$ cat config.mk
export PLATFORM = sky130hd
export DESIGN_NAME = first_fit_heap_allocator_core
export DESIGN_NICKNAME = d
export VERILOG_FILES = /design/src/rtl/core/ffha_pkg.sv /design/src/rtl/core/first_fit_heap_allocator_core.sv /design/src/rtl/core/ffha_ram.sv /design/src/rtl/core/ffha_ctrl.sv /design/src/rtl/core/ffha_dp.sv
export SDC_FILE = /design/constraint.sdc
export NUM_CORES = 2
export LEC_CHECK = 0
export ABC_AREA = 1
export BUFFER_PORTS_ARGS = -buffer_cell sky130_fd_sc_hd__clkbuf_2
export CAP_MARGIN = 15
export CORE_MARGIN = 4
export CORE_UTILIZATION = 60
export CTS_BUF_LIST = sky130_fd_sc_hd__clkbuf_4 sky130_fd_sc_hd__clkbuf_8 sky130_fd_sc_hd__clkbuf_16
export DETAILED_ROUTE_END_ITERATION = 10
export PLACE_DENSITY = 0.79
export SKIP_LAST_GASP = 1
export SLEW_MARGIN = 20
export SYNTH_ARGS = -nofsm -noshare
export SYNTH_HDL_FRONTEND = slang
export SYNTH_SLANG_ARGS = --single-unit
$ cat constraint.sdc
create_clock -name clk -period 8.15 [get_ports clk]
set_input_delay 0.815 -clock clk [delete_from_list [all_inputs] [get_ports clk]]
set_output_delay 0.815 -clock clk [all_outputs]
set_load 0.05 [all_outputs]
$ cat src/rtl/core/ffha_pkg.sv
// shared types, codes and constants of the first-fit heap allocator
package ffha_pkg;

  localparam int ADDR_W = 32;
  localparam int OFF_W  = 26;
  localparam int STAT_W = 2;
  localparam int CMD_W  = 5;
  localparam int PADDR_W = 3;

  localparam int HEAD_SLOT = 0;
  localparam int TAIL_SLOT = 1;

  localparam logic [ADDR_W-1:0] RESET_BASE = 32'h0400_0000;
  localparam logic [OFF_W-1:0]  RESET_SIZE = 26'h200_0000;

  localparam logic REQ_ALLOC = 1'b0;
  localparam logic REQ_FREE  = 1'b1;

  localparam logic [STAT_W-1:0] STAT_DONE = 2'd0;
  localparam logic [STAT_W-1:0] STAT_OOM  = 2'd1;
  localparam logic [STAT_W-1:0] STAT_BAD  = 2'd2;

  localparam logic REG_BASE = 1'b0;
  localparam logic REG_SIZE = 1'b1;

  typedef logic [CMD_W-1:0] cmd_t;

  localparam cmd_t CMD_NOP       = 5'd0;
  localparam cmd_t CMD_INIT0     = 5'd1;
  localparam cmd_t CMD_INIT1     = 5'd2;
  localparam cmd_t CMD_ACCEPT    = 5'd3;
  localparam cmd_t CMD_AWALK_A   = 5'd4;
  localparam cmd_t CMD_AWALK_B   = 5'd5;
  localparam cmd_t CMD_ASPLIT1   = 5'd6;
  localparam cmd_t CMD_ASPLIT2   = 5'd7;
  localparam cmd_t CMD_AMARK     = 5'd8;
  localparam cmd_t CMD_FWALK     = 5'd9;
  localparam cmd_t CMD_FMERGE0   = 5'd10;
  localparam cmd_t CMD_FMERGE1   = 5'd11;
  localparam cmd_t CMD_FMERGE2   = 5'd12;
  localparam cmd_t CMD_FMERGE3   = 5'd13;
  localparam cmd_t CMD_PUT_ALLOC = 5'd14;
  localparam cmd_t CMD_PUT_OOM   = 5'd15;
  localparam cmd_t CMD_PUT_BAD   = 5'd16;
  localparam cmd_t CMD_PUT_FREE  = 5'd17;

  typedef struct packed {
    logic tail;
    logic fit;
    logic split;
    logic match;
    logic req_free;
    logic out_free;
    logic cfg_wr;
  } stat_t;

endpackage

$ cat src/rtl/core/first_fit_heap_allocator_core.sv
// top level of the first-fit heap allocator: controller, datapath and ports
// First-fit heap allocator over an address-ordered table of up to MAX_BLOCKS
// block headers held in on-chip rams. One request (allocate or free) is in
// flight at a time; each gives exactly one result unless a register write
// cuts it short. An allocate walks the block chain through the AWALK_A and
// AWALK_B states for each block visited, then marks the fitting block or
// splits it (ASPLIT1, ASPLIT2). A free walks the chain in the FWALK state,
// then merges neighbors in FMERGE0 to FMERGE3. The walk is bound by the
// ram read latency on the chained next links. After reset or any register
// write the table is rebuilt (INIT0, INIT1), during which requests stall.
module first_fit_heap_allocator_core #(
  parameter int MAX_BLOCKS   = 64,
  parameter int HEADER_BYTES = 12,
  parameter int SPLIT_SLACK  = 4
) (
  input  logic                         clk,
  input  logic                         rst,
  input  logic                         psel,
  input  logic                         penable,
  input  logic                         pwrite,
  input  logic [ffha_pkg::PADDR_W-1:0] paddr,
  input  logic [31:0]                  pwdata,
  output logic [31:0]                  prdata,
  output logic                         pready,
  input  logic                         in_valid,
  output logic                         in_stall,
  input  logic                         req_type,
  input  logic [ffha_pkg::OFF_W-1:0]   request_size,
  input  logic [ffha_pkg::ADDR_W-1:0]  user_address,
  output logic                         out_valid,
  input  logic                         out_stall,
  output logic [ffha_pkg::ADDR_W-1:0]  result_address,
  output logic [ffha_pkg::STAT_W-1:0]  status
);

  ffha_pkg::cmd_t  cmd;
  ffha_pkg::stat_t stat;

  assign pready = 1'b1;

  ffha_ctrl u_ctrl (
    .clk(clk),
    .rst(rst),
    .in_valid(in_valid),
    .stat(stat),
    .in_stall(in_stall),
    .cmd(cmd)
  );

  ffha_dp #(
    .MAX_BLOCKS(MAX_BLOCKS),
    .HEADER_BYTES(HEADER_BYTES),
    .SPLIT_SLACK(SPLIT_SLACK)
  ) u_dp (
    .clk(clk),
    .rst(rst),
    .cmd(cmd),
    .stat(stat),
    .psel(psel),
    .penable(penable),
    .pwrite(pwrite),
    .paddr(paddr),
    .pwdata(pwdata),
    .prdata(prdata),
    .req_type(req_type),
    .request_size(request_size),
    .user_address(user_address),
    .out_valid(out_valid),
    .out_stall(out_stall),
    .result_address(result_address),
    .status(status)
  );

endmodule

$ cat src/rtl/core/ffha_ram.sv
// generic single-write, single-read ram with registered read data
module ffha_ram #(
  parameter int WIDTH = 8,
  parameter int DEPTH = 64
) (
  input  logic                     clk,
  input  logic                     we,
  input  logic [$clog2(DEPTH)-1:0] waddr,
  input  logic [WIDTH-1:0]         wdata,
  input  logic [$clog2(DEPTH)-1:0] raddr,
  output logic [WIDTH-1:0]         rdata
);

  logic [WIDTH-1:0] mem [DEPTH];

  always_ff @(posedge clk) begin
    if (we) begin
      mem[waddr] <= wdata;
    end
    rdata <= mem[raddr];
  end

endmodule

$ cat src/rtl/core/ffha_ctrl.sv
// controller state machine sequencing allocate and free requests
module ffha_ctrl (
  input  logic            clk,
  input  logic            rst,
  input  logic            in_valid,
  input  ffha_pkg::stat_t stat,
  output logic            in_stall,
  output ffha_pkg::cmd_t  cmd
);

  localparam logic [4:0] S_INIT0     = 5'd0;
  localparam logic [4:0] S_INIT1     = 5'd1;
  localparam logic [4:0] S_IDLE      = 5'd2;
  localparam logic [4:0] S_AWA       = 5'd3;
  localparam logic [4:0] S_AWB       = 5'd4;
  localparam logic [4:0] S_SPL1      = 5'd5;
  localparam logic [4:0] S_SPL2      = 5'd6;
  localparam logic [4:0] S_MARK      = 5'd7;
  localparam logic [4:0] S_FW        = 5'd8;
  localparam logic [4:0] S_FM0       = 5'd9;
  localparam logic [4:0] S_FM1       = 5'd10;
  localparam logic [4:0] S_FM2       = 5'd11;
  localparam logic [4:0] S_FM3       = 5'd12;
  localparam logic [4:0] S_OUT_ALLOC = 5'd13;
  localparam logic [4:0] S_OUT_OOM   = 5'd14;
  localparam logic [4:0] S_OUT_BAD   = 5'd15;
  localparam logic [4:0] S_OUT_FREE  = 5'd16;

  logic [4:0] state;
  logic [4:0] state_next;

  assign in_stall = (state != S_IDLE) || stat.cfg_wr;

  always_comb begin
    state_next = state;
    cmd = ffha_pkg::CMD_NOP;
    unique case (state)
      S_INIT0: begin
        cmd = ffha_pkg::CMD_INIT0;
        state_next = S_INIT1;
      end
      S_INIT1: begin
        cmd = ffha_pkg::CMD_INIT1;
        state_next = S_IDLE;
      end
      S_IDLE: begin
        if (in_valid) begin
          cmd = ffha_pkg::CMD_ACCEPT;
          state_next = stat.req_free ? S_FW : S_AWA;
        end
      end
      S_AWA: begin
        cmd = ffha_pkg::CMD_AWALK_A;
        state_next = stat.tail ? S_OUT_OOM : S_AWB;
      end
      S_AWB: begin
        cmd = ffha_pkg::CMD_AWALK_B;
        if (stat.fit) begin
          state_next = stat.split ? S_SPL1 : S_MARK;
        end else begin
          state_next = S_AWA;
        end
      end
      S_SPL1: begin
        cmd = ffha_pkg::CMD_ASPLIT1;
        state_next = S_SPL2;
      end
      S_SPL2: begin
        cmd = ffha_pkg::CMD_ASPLIT2;
        state_next = S_OUT_ALLOC;
      end
      S_MARK: begin
        cmd = ffha_pkg::CMD_AMARK;
        state_next = S_OUT_ALLOC;
      end
      S_FW: begin
        cmd = ffha_pkg::CMD_FWALK;
        if (stat.tail) begin
          state_next = S_OUT_BAD;
        end else if (stat.match) begin
          state_next = S_FM0;
        end
      end
      S_FM0: begin
        cmd = ffha_pkg::CMD_FMERGE0;
        state_next = S_FM1;
      end
      S_FM1: begin
        cmd = ffha_pkg::CMD_FMERGE1;
        state_next = S_FM2;
      end
      S_FM2: begin
        cmd = ffha_pkg::CMD_FMERGE2;
        state_next = S_FM3;
      end
      S_FM3: begin
        cmd = ffha_pkg::CMD_FMERGE3;
        state_next = S_OUT_FREE;
      end
      S_OUT_ALLOC: begin
        if (stat.out_free) begin
          cmd = ffha_pkg::CMD_PUT_ALLOC;
          state_next = S_IDLE;
        end
      end
      S_OUT_OOM: begin
        if (stat.out_free) begin
          cmd = ffha_pkg::CMD_PUT_OOM;
          state_next = S_IDLE;
        end
      end
      S_OUT_BAD: begin
        if (stat.out_free) begin
          cmd = ffha_pkg::CMD_PUT_BAD;
          state_next = S_IDLE;
        end
      end
      S_OUT_FREE: begin
        if (stat.out_free) begin
          cmd = ffha_pkg::CMD_PUT_FREE;
          state_next = S_IDLE;
        end
      end
      default: begin
        state_next = S_INIT0;
      end
    endcase
    if (stat.cfg_wr) begin
      cmd = ffha_pkg::CMD_NOP;
      state_next = S_INIT0;
    end
  end

  always_ff @(posedge clk) begin
    if (rst) begin
      state <= S_INIT0;
    end else begin
      state <= state_next;
    end
  end

endmodule

$ cat src/rtl/core/ffha_dp.sv
// datapath: block table rams, slot bookkeeping, config registers and result register
module ffha_dp #(
  parameter int MAX_BLOCKS   = 64,
  parameter int HEADER_BYTES = 12,
  parameter int SPLIT_SLACK  = 4
) (
  input  logic                                clk,
  input  logic                                rst,
  input  ffha_pkg::cmd_t                      cmd,
  output ffha_pkg::stat_t                     stat,
  input  logic                                psel,
  input  logic                                penable,
  input  logic                                pwrite,
  input  logic [ffha_pkg::PADDR_W-1:0]        paddr,
  input  logic [31:0]                         pwdata,
  output logic [31:0]                         prdata,
  input  logic                                req_type,
  input  logic [ffha_pkg::OFF_W-1:0]          request_size,
  input  logic [ffha_pkg::ADDR_W-1:0]         user_address,
  output logic                                out_valid,
  input  logic                                out_stall,
  output logic [ffha_pkg::ADDR_W-1:0]         result_address,
  output logic [ffha_pkg::STAT_W-1:0]         status
);

  localparam int SW = $clog2(MAX_BLOCKS);
  localparam int CW = $clog2(MAX_BLOCKS + 1);
  localparam int OW = ffha_pkg::OFF_W;
  localparam int AW = ffha_pkg::ADDR_W;
  localparam int EW = OW + 2;
  localparam logic [SW-1:0] HEAD = SW'(ffha_pkg::HEAD_SLOT);
  localparam logic [SW-1:0] TAIL = SW'(ffha_pkg::TAIL_SLOT);
  localparam logic [EW-1:0] HB_E = EW'(HEADER_BYTES);
  localparam logic [EW-1:0] SPL_E = EW'(HEADER_BYTES + HEADER_BYTES + SPLIT_SLACK);
  localparam logic [AW-1:0] HB_A = AW'(HEADER_BYTES);
  localparam logic [OW-1:0] HB_O = OW'(HEADER_BYTES);
  localparam logic [CW-1:0] MAXC = CW'(MAX_BLOCKS);
  localparam logic [MAX_BLOCKS-1:0] TAKEN_INIT =
    (MAX_BLOCKS'(1) << ffha_pkg::HEAD_SLOT) | (MAX_BLOCKS'(1) << ffha_pkg::TAIL_SLOT);

  logic [AW-1:0] heap_base;
  logic [OW-1:0] heap_size;

  logic [OW-1:0] want;
  logic [AW-1:0] target;
  logic [SW-1:0] cur;
  logic [OW-1:0] c_off;
  logic          c_free;
  logic [SW-1:0] c_next;
  logic [SW-1:0] c_prev;
  logic          n_free;
  logic [SW-1:0] n_next;
  logic          p_free;
  logic [EW-1:0] end_want;
  logic [EW-1:0] end_split;
  logic [SW-1:0] new_slot;
  logic [SW-1:0] free_slot;
  logic [SW-1:0] free_slot_next;
  logic [MAX_BLOCKS-1:0] taken;
  logic [CW-1:0] count;

  logic cfg_wr;
  logic put;
  logic merge_n;
  logic merge_p;
  logic [OW-1:0] tail_off;

  logic          off_we, free_we, next_we, prev_we;
  logic [SW-1:0] off_wa, free_wa, next_wa, prev_wa;
  logic [OW-1:0] off_wd;
  logic          free_wd;
  logic [SW-1:0] next_wd, prev_wd;
  logic [SW-1:0] off_ra, free_ra, next_ra, prev_ra;
  logic [OW-1:0] rd_off;
  logic          rd_free;
  logic [SW-1:0] rd_next, rd_prev;

  ffha_ram #(.WIDTH(OW), .DEPTH(MAX_BLOCKS)) u_off_ram (
    .clk(clk), .we(off_we), .waddr(off_wa), .wdata(off_wd), .raddr(off_ra), .rdata(rd_off)
  );
  ffha_ram #(.WIDTH(1), .DEPTH(MAX_BLOCKS)) u_free_ram (
    .clk(clk), .we(free_we), .waddr(free_wa), .wdata(free_wd), .raddr(free_ra),
    .rdata(rd_free)
  );
  ffha_ram #(.WIDTH(SW), .DEPTH(MAX_BLOCKS)) u_next_ram (
    .clk(clk), .we(next_we), .waddr(next_wa), .wdata(next_wd), .raddr(next_ra),
    .rdata(rd_next)
  );
  ffha_ram #(.WIDTH(SW), .DEPTH(MAX_BLOCKS)) u_prev_ram (
    .clk(clk), .we(prev_we), .waddr(prev_wa), .wdata(prev_wd), .raddr(prev_ra),
    .rdata(rd_prev)
  );

  assign cfg_wr = psel && penable && pwrite;
  assign tail_off = (heap_size >= HB_O) ? heap_size - HB_O : '0;
  assign merge_n = (c_next != TAIL) && (c_next != HEAD) && n_free;
  assign merge_p = (cur != HEAD) && p_free;
  assign put = (cmd == ffha_pkg::CMD_PUT_ALLOC) || (cmd == ffha_pkg::CMD_PUT_OOM) ||
               (cmd == ffha_pkg::CMD_PUT_BAD) || (cmd == ffha_pkg::CMD_PUT_FREE);

  always_comb begin
    prdata = '0;
    if (paddr[2] == ffha_pkg::REG_SIZE) begin
      prdata = {{(32-OW){1'b0}}, heap_size};
    end else begin
      prdata = heap_base;
    end
  end

  always_comb begin
    stat.tail     = (cur == TAIL);
    stat.fit      = c_free && (({2'b00, rd_off} >= end_want) || (want == '0));
    stat.split    = stat.fit && ({2'b00, rd_off} > end_split) && (count < MAXC);
    stat.match    = ({{(AW-OW){1'b0}}, rd_off} == target);
    stat.req_free = (req_type == ffha_pkg::REQ_FREE);
    stat.out_free = !out_valid || !out_stall;
    stat.cfg_wr   = cfg_wr;
  end

  always_comb begin
    free_slot_next = '0;
    for (int i = MAX_BLOCKS - 1; i >= 0; i--) begin
      if (!taken[i]) begin
        free_slot_next = SW'(i);
      end
    end
  end

  always_comb begin
    off_we = 1'b0;  off_wa = cur;  off_wd = end_want[OW-1:0];
    free_we = 1'b0; free_wa = cur; free_wd = 1'b0;
    next_we = 1'b0; next_wa = cur; next_wd = new_slot;
    prev_we = 1'b0; prev_wa = cur; prev_wd = cur;
    off_ra = cur; free_ra = cur; next_ra = cur; prev_ra = cur;
    case (cmd)
      ffha_pkg::CMD_INIT0: begin
        off_we = 1'b1;  off_wa = HEAD;  off_wd = '0;
        free_we = 1'b1; free_wa = HEAD; free_wd = 1'b1;
        next_we = 1'b1; next_wa = HEAD; next_wd = TAIL;
        prev_we = 1'b1; prev_wa = HEAD; prev_wd = HEAD;
      end
      ffha_pkg::CMD_INIT1: begin
        off_we = 1'b1;  off_wa = TAIL;  off_wd = tail_off;
        free_we = 1'b1; free_wa = TAIL; free_wd = 1'b0;
        next_we = 1'b1; next_wa = TAIL; next_wd = TAIL;
        prev_we = 1'b1; prev_wa = TAIL; prev_wd = HEAD;
      end
      ffha_pkg::CMD_ACCEPT: begin
        off_ra = HEAD; free_ra = HEAD; next_ra = HEAD;
      end
      ffha_pkg::CMD_AWALK_A: begin
        off_ra = rd_next;
      end
      ffha_pkg::CMD_AWALK_B: begin
        off_ra = c_next; free_ra = c_next; next_ra = c_next;
      end
      ffha_pkg::CMD_ASPLIT1: begin
        off_we = 1'b1;  off_wa = free_slot;  off_wd = end_want[OW-1:0];
        free_we = 1'b1; free_wa = free_slot; free_wd = 1'b1;
        next_we = 1'b1; next_wa = free_slot; next_wd = c_next;
        prev_we = 1'b1; prev_wa = free_slot; prev_wd = cur;
      end
      ffha_pkg::CMD_ASPLIT2: begin
        prev_we = 1'b1; prev_wa = c_next; prev_wd = new_slot;
        next_we = 1'b1; next_wa = cur;    next_wd = new_slot;
        free_we = 1'b1; free_wa = cur;    free_wd = 1'b0;
      end
      ffha_pkg::CMD_AMARK: begin
        free_we = 1'b1; free_wa = cur; free_wd = 1'b0;
      end
      ffha_pkg::CMD_FWALK: begin
        off_ra = rd_next; next_ra = rd_next;
      end
      ffha_pkg::CMD_FMERGE0: begin
        free_we = 1'b1; free_wa = cur; free_wd = 1'b1;
        free_ra = c_next; next_ra = c_next; prev_ra = cur;
      end
      ffha_pkg::CMD_FMERGE1: begin
        free_ra = rd_prev;
      end
      ffha_pkg::CMD_FMERGE2: begin
        if (merge_n) begin
          next_we = 1'b1; next_wa = cur;    next_wd = n_next;
          prev_we = 1'b1; prev_wa = n_next; prev_wd = cur;
          free_we = 1'b1; free_wa = c_next; free_wd = 1'b0;
        end
      end
      ffha_pkg::CMD_FMERGE3: begin
        if (merge_p) begin
          next_we = 1'b1; next_wa = c_prev; next_wd = c_next;
          prev_we = 1'b1; prev_wa = c_next; prev_wd = c_prev;
          free_we = 1'b1; free_wa = cur;    free_wd = 1'b0;
        end
      end
      default: begin
      end
    endcase
  end

  always_ff @(posedge clk) begin
    if (rst) begin
      heap_base <= ffha_pkg::RESET_BASE;
      heap_size <= ffha_pkg::RESET_SIZE;
    end else if (cfg_wr) begin
      if (paddr[2] == ffha_pkg::REG_SIZE) begin
        heap_size <= pwdata[OW-1:0];
      end else begin
        heap_base <= pwdata;
      end
    end
  end

  always_ff @(posedge clk) begin
    if (rst) begin
      taken <= '0;
      count <= '0;
    end else begin
      case (cmd)
        ffha_pkg::CMD_INIT0: begin
          taken <= TAKEN_INIT;
          count <= CW'(2);
        end
        ffha_pkg::CMD_ASPLIT1: begin
          taken[free_slot] <= 1'b1;
          count <= count + CW'(1);
        end
        ffha_pkg::CMD_FMERGE2: begin
          if (merge_n) begin
            taken[c_next] <= 1'b0;
            count <= count - CW'(1);
          end
        end
        ffha_pkg::CMD_FMERGE3: begin
          if (merge_p) begin
            taken[cur] <= 1'b0;
            count <= count - CW'(1);
          end
        end
        default: begin
        end
      endcase
    end
  end

  always_ff @(posedge clk) begin
    free_slot <= free_slot_next;
    case (cmd)
      ffha_pkg::CMD_ACCEPT: begin
        want <= request_size;
        target <= user_address - heap_base - HB_A;
        cur <= HEAD;
      end
      ffha_pkg::CMD_AWALK_A: begin
        c_off <= rd_off;
        c_free <= rd_free;
        c_next <= rd_next;
        end_want <= {2'b00, rd_off} + {2'b00, want} + HB_E;
        end_split <= {2'b00, rd_off} + {2'b00, want} + SPL_E;
      end
      ffha_pkg::CMD_AWALK_B: begin
        if (!stat.fit) begin
          cur <= c_next;
        end
      end
      ffha_pkg::CMD_ASPLIT1: begin
        new_slot <= free_slot;
      end
      ffha_pkg::CMD_FWALK: begin
        if (!stat.tail) begin
          if (stat.match) begin
            c_next <= rd_next;
          end else begin
            cur <= rd_next;
          end
        end
      end
      ffha_pkg::CMD_FMERGE1: begin
        n_free <= rd_free;
        n_next <= rd_next;
        c_prev <= rd_prev;
      end
      ffha_pkg::CMD_FMERGE2: begin
        p_free <= rd_free;
        if (merge_n) begin
          c_next <= n_next;
        end
      end
      default: begin
      end
    endcase
  end

  always_ff @(posedge clk) begin
    if (rst) begin
      out_valid <= 1'b0;
    end else if (put) begin
      out_valid <= 1'b1;
    end else if (!out_stall) begin
      out_valid <= 1'b0;
    end
  end

  always_ff @(posedge clk) begin
    case (cmd)
      ffha_pkg::CMD_PUT_ALLOC: begin
        result_address <= heap_base + {{(AW-OW){1'b0}}, c_off} + HB_A;
        status <= ffha_pkg::STAT_DONE;
      end
      ffha_pkg::CMD_PUT_OOM: begin
        result_address <= '0;
        status <= ffha_pkg::STAT_OOM;
      end
      ffha_pkg::CMD_PUT_BAD: begin
        result_address <= '0;
        status <= ffha_pkg::STAT_BAD;
      end
      ffha_pkg::CMD_PUT_FREE: begin
        result_address <= '0;
        status <= ffha_pkg::STAT_DONE;
      end
      default: begin
      end
    endcase
  end

`ifndef SYNTHESIS
  a_count_bound: assert property (@(posedge clk) disable iff (rst) count <= MAXC)
    else $error("block count above table size");
  a_count_taken: assert property (@(posedge clk) disable iff (rst)
    $past(!rst) |-> ($countones(taken) == 32'(count)))
    else $error("block count disagrees with occupied slots");
  a_ends_held: assert property (@(posedge clk) disable iff (rst)
    (cmd != ffha_pkg::CMD_INIT0) && $past(!rst) |-> (taken[HEAD] && taken[TAIL]))
    else $error("first block or sentinel slot released");
  a_put_room: assert property (@(posedge clk) disable iff (rst)
    put |-> (!out_valid || !out_stall))
    else $error("result loaded over an undelivered one");
`endif

endmodule
# == After elaboration in Yosys (flattened, before gate mapping) ==
# Memories as Yosys holds them, arrays and structs flattened. A register that Yosys moved wholly into a read port is not among the register bits.
# Cells that the tools add are included.
# op_classes
shifts,0
mul,0
bitwise_logic,6
n_lt_le_gt_ge,10
n_div,0
muxes,133
addsub,10
n_eq_ne,47
reduce_logical,51
# ops
operator,n
$mux W6,44
$pmux W64 S4,1
$and A64 B64 Y64,2
$mux W64,2
$not A64 Y64,2
$pmux W6 S3,7
$mux W5,24
$pmux W5 S17,1
$eq A5 B4 Y1 const B,16
$pmux W6 S4,3
$pmux W5 S13,1
$or A64 B64 Y64,1
$pmux W32 S2,1
$pmux W26 S2,1
$mux W4,12
$eq A5 B3 Y1 const B,8
$pmux W6 S6,1
$add A32 B26 Y32,1
$add A32 B4 Y32 const B,1
$eq A26 B32 Y1,1
$mux W32,1
$reduce_and A32 Y1,1
$sub A32 B32 Y32,1
$sub A32 B4 Y32 const B,1
49 further kinds,123
# totals
word_cells,288
mem_count,4
regBits,348
ram_bits,2496
latch_bits,0
mem_bits_ro,0
inputBits,101
out_inout_bits,69
# memory_table
name,words,width,rd,rd_ports_with_merged_regs,write_ports,line_no,text
u_dp.u_off_ram.mem,64,26,1,1,1,ffha_ram.sv:14,logic [WIDTH-1:0] mem [DEPTH];
u_dp.u_next_ram.mem,64,6,1,1,1,ffha_ram.sv:14,
u_dp.u_prev_ram.mem,64,6,1,1,1,ffha_ram.sv:14,
u_dp.u_free_ram.mem,64,1,1,1,1,ffha_ram.sv:14,

# == Longest topological paths before layout ==
# logic_depth
depth_word,63
mapped_depth,63
depth_no_buf,63

# == Hierarchy ==
# From an unflattened synthesis, not the netlist that was laid out.
# unflattened
cells_unflattened,11641
hier_area_um2,125829.4
# modules_own_cells
module,cells_each,area_per_inst_um2,instances
ffha_ram (u_dp.u_off_ram),5657,67963.9,1
ffha_ram (u_dp.u_next_ram ...),1376,15930.3,2
ffha_dp,2802,22322.7,1
ffha_ram (u_dp.u_free_ram),321,3067.9,1
ffha_ctrl,107,603.1,1
first_fit_heap_allocator_core,2,11.3,1

# == Worst setup path after synthesis ==
# Ideal clock, no wire load.
# synth_timing
path_type,input to register
from,input out_stall
to,"register u_dp.u_off_ram.rdata[25], read port of u_dp.u_off_ram.mem"
cell_stages,21
n_path_buf,3
setup_slack_ns,1.253
arrival_ns,6.837
setup_time_ns,0.060
path_cell_list,nand2_1 -> nand2_1 -> nand2_1 -> inv_1 -> nand3_1 -> o21ai_0 -> inv_1 -> nor2_1 -> nor2_2 -> nand2_1 -> o211ai_1 -> nand2_1 -> buf_2 -> buf_2 -> clkbuf_1 -> nor2_1 -> o221ai_1 -> o211ai_1 -> nand3_1 -> nand3_1 -> nand2_1
# synth_via
elab_chain_cells,8
word_cells_on_any_way,14
classes_between,eq/ne (4); mux (7); reduce/logical (3)
# synth_lines
element,line_no,text
start: declaration,first_fit_heap_allocator_core.sv:31,"input logic out_stall,"
$logic_not A1 Y1 (*),ffha_dp.sv:116,stat.out_free = !out_valid || !out_stall;
$logic_or A1 B1 Y1 (*),ffha_dp.sv:116,
"$mux W5, or another cell as far along",ffha_ctrl.sv:119,if (stat.out_free) begin
$pmux W5 S17 (*),ffha_ctrl.sv:37,unique case (state)
$mux W5 (*),ffha_ctrl.sv:128,if (stat.cfg_wr) begin
$eq A5 B3 Y1 / $eq A5 B4 Y1 (equally long branches),ffha_dp.sv:135,case (cmd)
$reduce_or A2 Y1 (no line),n/a,
$pmux W6 S3 (*),ffha_dp.sv:135,
end: declaration,ffha_ram.sv:11,output logic [WIDTH-1:0] rdata
# Mark *: on every way between the ends. The rest lies on a longest branch, timed or not.
# A chain may end at the register's enable or synchronous reset.

# == Worst setup path in the final report ==
# layout_timing
from,register u_ctrl.state[4]
to,"memory u_dp.u_off_ram.mem[32][3] (netlist bit), enable pin"
# layout_via
elab_chain_cells,8
word_cells_on_any_way,27
classes_between,eq/ne (19); mux (6); reduce/logical (2)
# layout_lines
element,line_no,text
start: declaration,ffha_ctrl.sv:29,logic [4:0] state;
start signal: assignment,ffha_ctrl.sv:138,state <= state_next;
"$eq A5 B5 Y1, or another cell as far along",ffha_ctrl.sv:37,
$pmux W5 S17 (*),ffha_ctrl.sv:37,
$mux W5 (*),ffha_ctrl.sv:128,
"$eq A5 B2 Y1, or another cell as far along",ffha_dp.sv:135,
$reduce_or A3 Y1 (no line),n/a,
$mux W1,ffha_dp.sv:135,
$mux W1,ffha_ram.sv:17,if (we) begin
$mux W1 (implied by the code),ffha_ram.sv:18,mem[waddr] <= wdata;
end: declaration,ffha_ram.sv:14,
# Marks and branches as above.

==> flow_summary.toml <==
[layout]
syn_to_final_growth_pct = 11.13
final_nets = 10400
final-instance-count-excl-fill = 12960
drive_above_1_share_pct = 9.694
fillers = 13350

[grt]
grt_max_degree = 238
grt_usage_pct = 31.16
first_global_vias = 82010
antenna_found_initial = 4
grt_pass1_wl_um = 498100
overflow = 0

[logic_synthesis]
synthFlopType = "edfxtp_1"
synth_top_area_share_pct = 66.70
synth_edf_count = 2699
syn_area_um2 = 121500
ys_seq_area_share_pct = 69.67
syn_nets = 10340
syn_avg_cell_area_um2 = 12.10
synthCells = 10040
ys_types = 66
ys_ff_latch = 2879
ys_async_sr_fraction_pct = 0
synth.area.top_cells = "edfxtp_1 67%, o21ai_0 5.6%, nor2_1 5.0%"
yosysTopAreaCell = "edfxtp_1"
yosysWarnings = 0

[clock_network]
post_cts_buffers = 0
cts_tree = "yes"
cts_resized = 0
cts_inserted_buffers = 292
cts_root_buffer = "clkbuf_16"
max-clock-path-buffers = 4
insertion_delay_ns = 0.94
clk_pin_slew_worst_paths_ns = 0.06
cts_sinks = 2879
cts_htree_levels = 5
cts.hold.buffers_added = 0

[sta]
drv_slew = 0
fmax_mhz = 156.7
skew_ns = 0.04997
timing.final.crit_share_pct = 78.31
grt_setup_unrepaired = "false"
layout_min_cycle_time_ns = 6.382
slew_headroom_pct = 19.97
setup_viol = 0
worst_pin_slew_ns = 1.201
hold_violations = 0
setup_tns_ns = 0

[setup_path]
cp_top_family = "simple AND/OR/NAND/NOR gates"
cp_slowest_cell = "nor2_4"
cpPeakStageDelay_ns = 1.00
cp-start-kind = "register"
cpMostUsedCell = "nor2_1"
rr_startpoint = "u_ctrl.state[4]"
cp_num_buf_inv = 4
critical_path_arrival_ns = 6.92
crit_start = "u_ctrl.state[4]"
endpoint_kind = "register"
worstPathRequired_ns = 8.69
crit_type = "reg -> reg"
path_cells = "inv_1 -> nand3_1 -> nor2_1 -> nor4_1 -> nand3_1 -> nand2_1 -> inv_1 -> nor2_1 -> inv_1 -> nor2_1 -> nor2_2 -> a21oi_1 -> clkinv_1 -> nor2_1 -> nand3_1 -> nor2_4"
path_max_fanout = 26

[floorplanning]
io_pins = 170
coreArea_um2 = 200500
num_rows = 164
die_x_um = 458.0
die_h_um = 458.0
dieArea_um2 = 209800
initial_utilization_pct = 60.61

[hold_path]
hold_path_class = "in -> reg"
holdCritStartpoint = "request_size[11]"

[flow_run]
maxCapViolCount = 0

[drt]
num_vias = 85690
wl_um = 337600
drtIter0Drc = 12870
first_pass_iters = 9
via_per_inst = 6.611
drc = 0
wl_per_cell_um = 26.04
ant_nets = 0

[place]
port_buffers = 166
hpwl_um = 198200
dp_cells = 12460
globalplace.congestion = 0.9424

[pwr]
p_leak_nw = 44.99
powerDensity_nw_per_um2 = 413.3
vdd_ir_drop_max_mv = 0.5235

[outcome]
status = "finished clean"
[report_power, final]
group | switching [mW] | internal (mW) | leakage [nW]
logic | 17.1 | 5.24 | 14.4
registers | 0.660 | 20.0 | 26.0
clock network | 5.42 | 7.48 | 4.56
total | 23.1 | 32.7 | 45.0
[final timing paths]
check / cells past startpoint / to / slack [ns]
worst max register to register: 16 / u_dp.u_off_ram.mem[32][3] / 1.77
worst max-delay path: 16 / u_dp.u_off_ram.mem[32][3] / 1.77
worst min register to register: 0 / u_dp.n_next[2] / 0.45
worst min-delay path: 1 / u_dp.want[11] / 0.06
[cells by family (layout without fill, tap and decap cells)]
group / Yosys count / count (layout) / share of synthesized area [%]
other: 1 / 2 / 0.003086
AO/OA/AOI/OAI: 2734 / 2734 / 13.66
XOR/XNOR: 147 / 147 / 1.072
buffers and inverters: 1101 / 1365 / 3.485
AND/OR/NAND/NOR: 2981 / 2981 / 10.05
flip-flops: 2879 / 2879 / 69.67
adder cells (fa/ha/maj): 198 / 198 / 2.064
[metal layers]
metal | GRT usage (%) | wire length [um] | vias up
met2 | 50.03 | 160300 | 5584
li1 | - | - | 37380
met1 | 40.58 | 120600 | 41740
met4 | 17.37 | 20990 | 0
met5 | 0 | 0 | -
met3 | 5.558 | 35720 | 990
[worst register-to-register path: stages, from the launching register on]
cell,delay (ns)
dfxtp_1,0.54
inv_1,0.16
nand3_1,0.16
nor2_1,0.09
nor4_1,0.32
nand3_1,0.15
nand2_1,0.13
inv_1,0.05
nor2_1,0.12
inv_1,0.10
nor2_1,0.72
nor2_2,0.19
a21oi_1,0.84
clkinv_1,0.58
nor2_1,0.25
nand3_1,0.58
nor2_4,1.00
[area by class of cell]
| class | instances | area, um^2 | area share (%) |
|---|---|---|---|
| Sequential cell | 2879 | 84650 | 62.69 |
| Multi-Input combinational cell | 6061 | 33510 | 24.82 |
| Clock buffer | 375 | 8147 | 6.033 |
| Tap cell | 2656 | 3323 | 2.461 |
| Timing Repair Buffer | 355 | 2477 | 1.835 |
| Inverter | 511 | 1947 | 1.442 |
| Clock inverter | 124 | 970.9 | 0.7190 |
| Antenna cell | 1 | 2.502 | 0.001853 |
[placed cells by master (no fill, tap or decap), drive strengths merged, types with 16 or more instances in the layout]
cell type  count
a21oi        262
a221oi        58
a22o          39
a22oi         44
a311oi        17
buf          189
clkbuf       541
clkinv       108
dfxtp        180
edfxtp      2699
ha           194
inv          502
nand2        745
nand3        385
nand4         75
nor2        1624
nor3          88
nor4          47
o211ai       282
o21ai       1376
o221ai       259
o22ai        293
o31ai         16
xnor2         43
xor2         104
[cells in the mapped netlist, types with 4 or more instances]
| master | n |
|---|---|
| inv_1 | 483 |
| buf_1 | 23 |
| a31oi_1 | 14 |
| o31ai_1 | 16 |
| xor2_1 | 103 |
| dfxtp_1 | 180 |
| nand2_2 | 10 |
| o32ai_1 | 9 |
| o21ai_2 | 4 |
| clkinv_1 | 14 |
| o22ai_1 | 293 |
| inv_2 | 13 |
| or2_2 | 7 |
| nand3_1 | 385 |
| a2111o_1 | 4 |
| o311ai_0 | 9 |
| clkbuf_1 | 507 |
| buf_4 | 10 |
| nor2_2 | 7 |
| buf_2 | 49 |
| a21oi_1 | 258 |
| a21oi_2 | 4 |
| o21ai_1 | 19 |
| nor3_1 | 87 |
| o2111ai_1 | 5 |
| nor2_1 | 1615 |
| a22o_1 | 39 |
| a21o_1 | 4 |
| ha_1 | 194 |
| o21ai_0 | 1353 |
| a311oi_1 | 17 |
| nor4_1 | 46 |
| a221oi_1 | 58 |
| o21bai_1 | 15 |
| o221ai_1 | 259 |
| fa_1 | 4 |
| xnor2_1 | 42 |
| o211ai_1 | 282 |
| nand2_1 | 735 |
| a211oi_1 | 10 |
| nand4_1 | 75 |
| a22oi_1 | 44 |
| edfxtp_1 | 2699 |
| a21boi_0 | 6 |
[flip-flops by register name, indices dropped and copies added (netlist names), 5 cells and up]
register               flops
u_dp.c_prev                6
u_dp.free_slot             6
u_dp.end_split            28
u_dp.taken                64
u_dp.c_next                6
u_dp.count                 7
u_dp.want                 26
u_dp.heap_base            32
u_dp.u_off_ram.rdata      26
u_ctrl.state               5
u_dp.c_off                26
u_dp.u_off_ram.mem      1664
u_dp.cur                   6
u_dp.heap_size            26
u_dp.target               32
u_dp.u_next_ram.mem      384
u_dp.result_address       32
u_dp.u_prev_ram.mem      384
u_dp.new_slot              6
u_dp.u_next_ram.rdata      6
u_dp.n_next                6
u_dp.u_free_ram.mem       64
u_dp.u_prev_ram.rdata      6
u_dp.end_want             24
[through the flow]
stage / power [mW] / cell area, um^2 / setup WS (ns) / util [%] / hold WS [ns]
after global placement: 41.48 / 125800 / 1.745 / 62.75 / 0.4264
final: 55.81 / 135000 / 1.768 / 67.35 / 0.06150
after global routing: 58.00 / 135000 / 1.248 / 67.35 / 0.02571
after CTS: 55.21 / 135000 / 1.968 / 67.32 / 0.007954
after detailed placement: 42.36 / 125800 / 1.712 / 62.77 / 0.4194
after floorplan: 34.14 / 121500 / 1.253 / - / 0.4082
(Power assumes the default switching activity.)
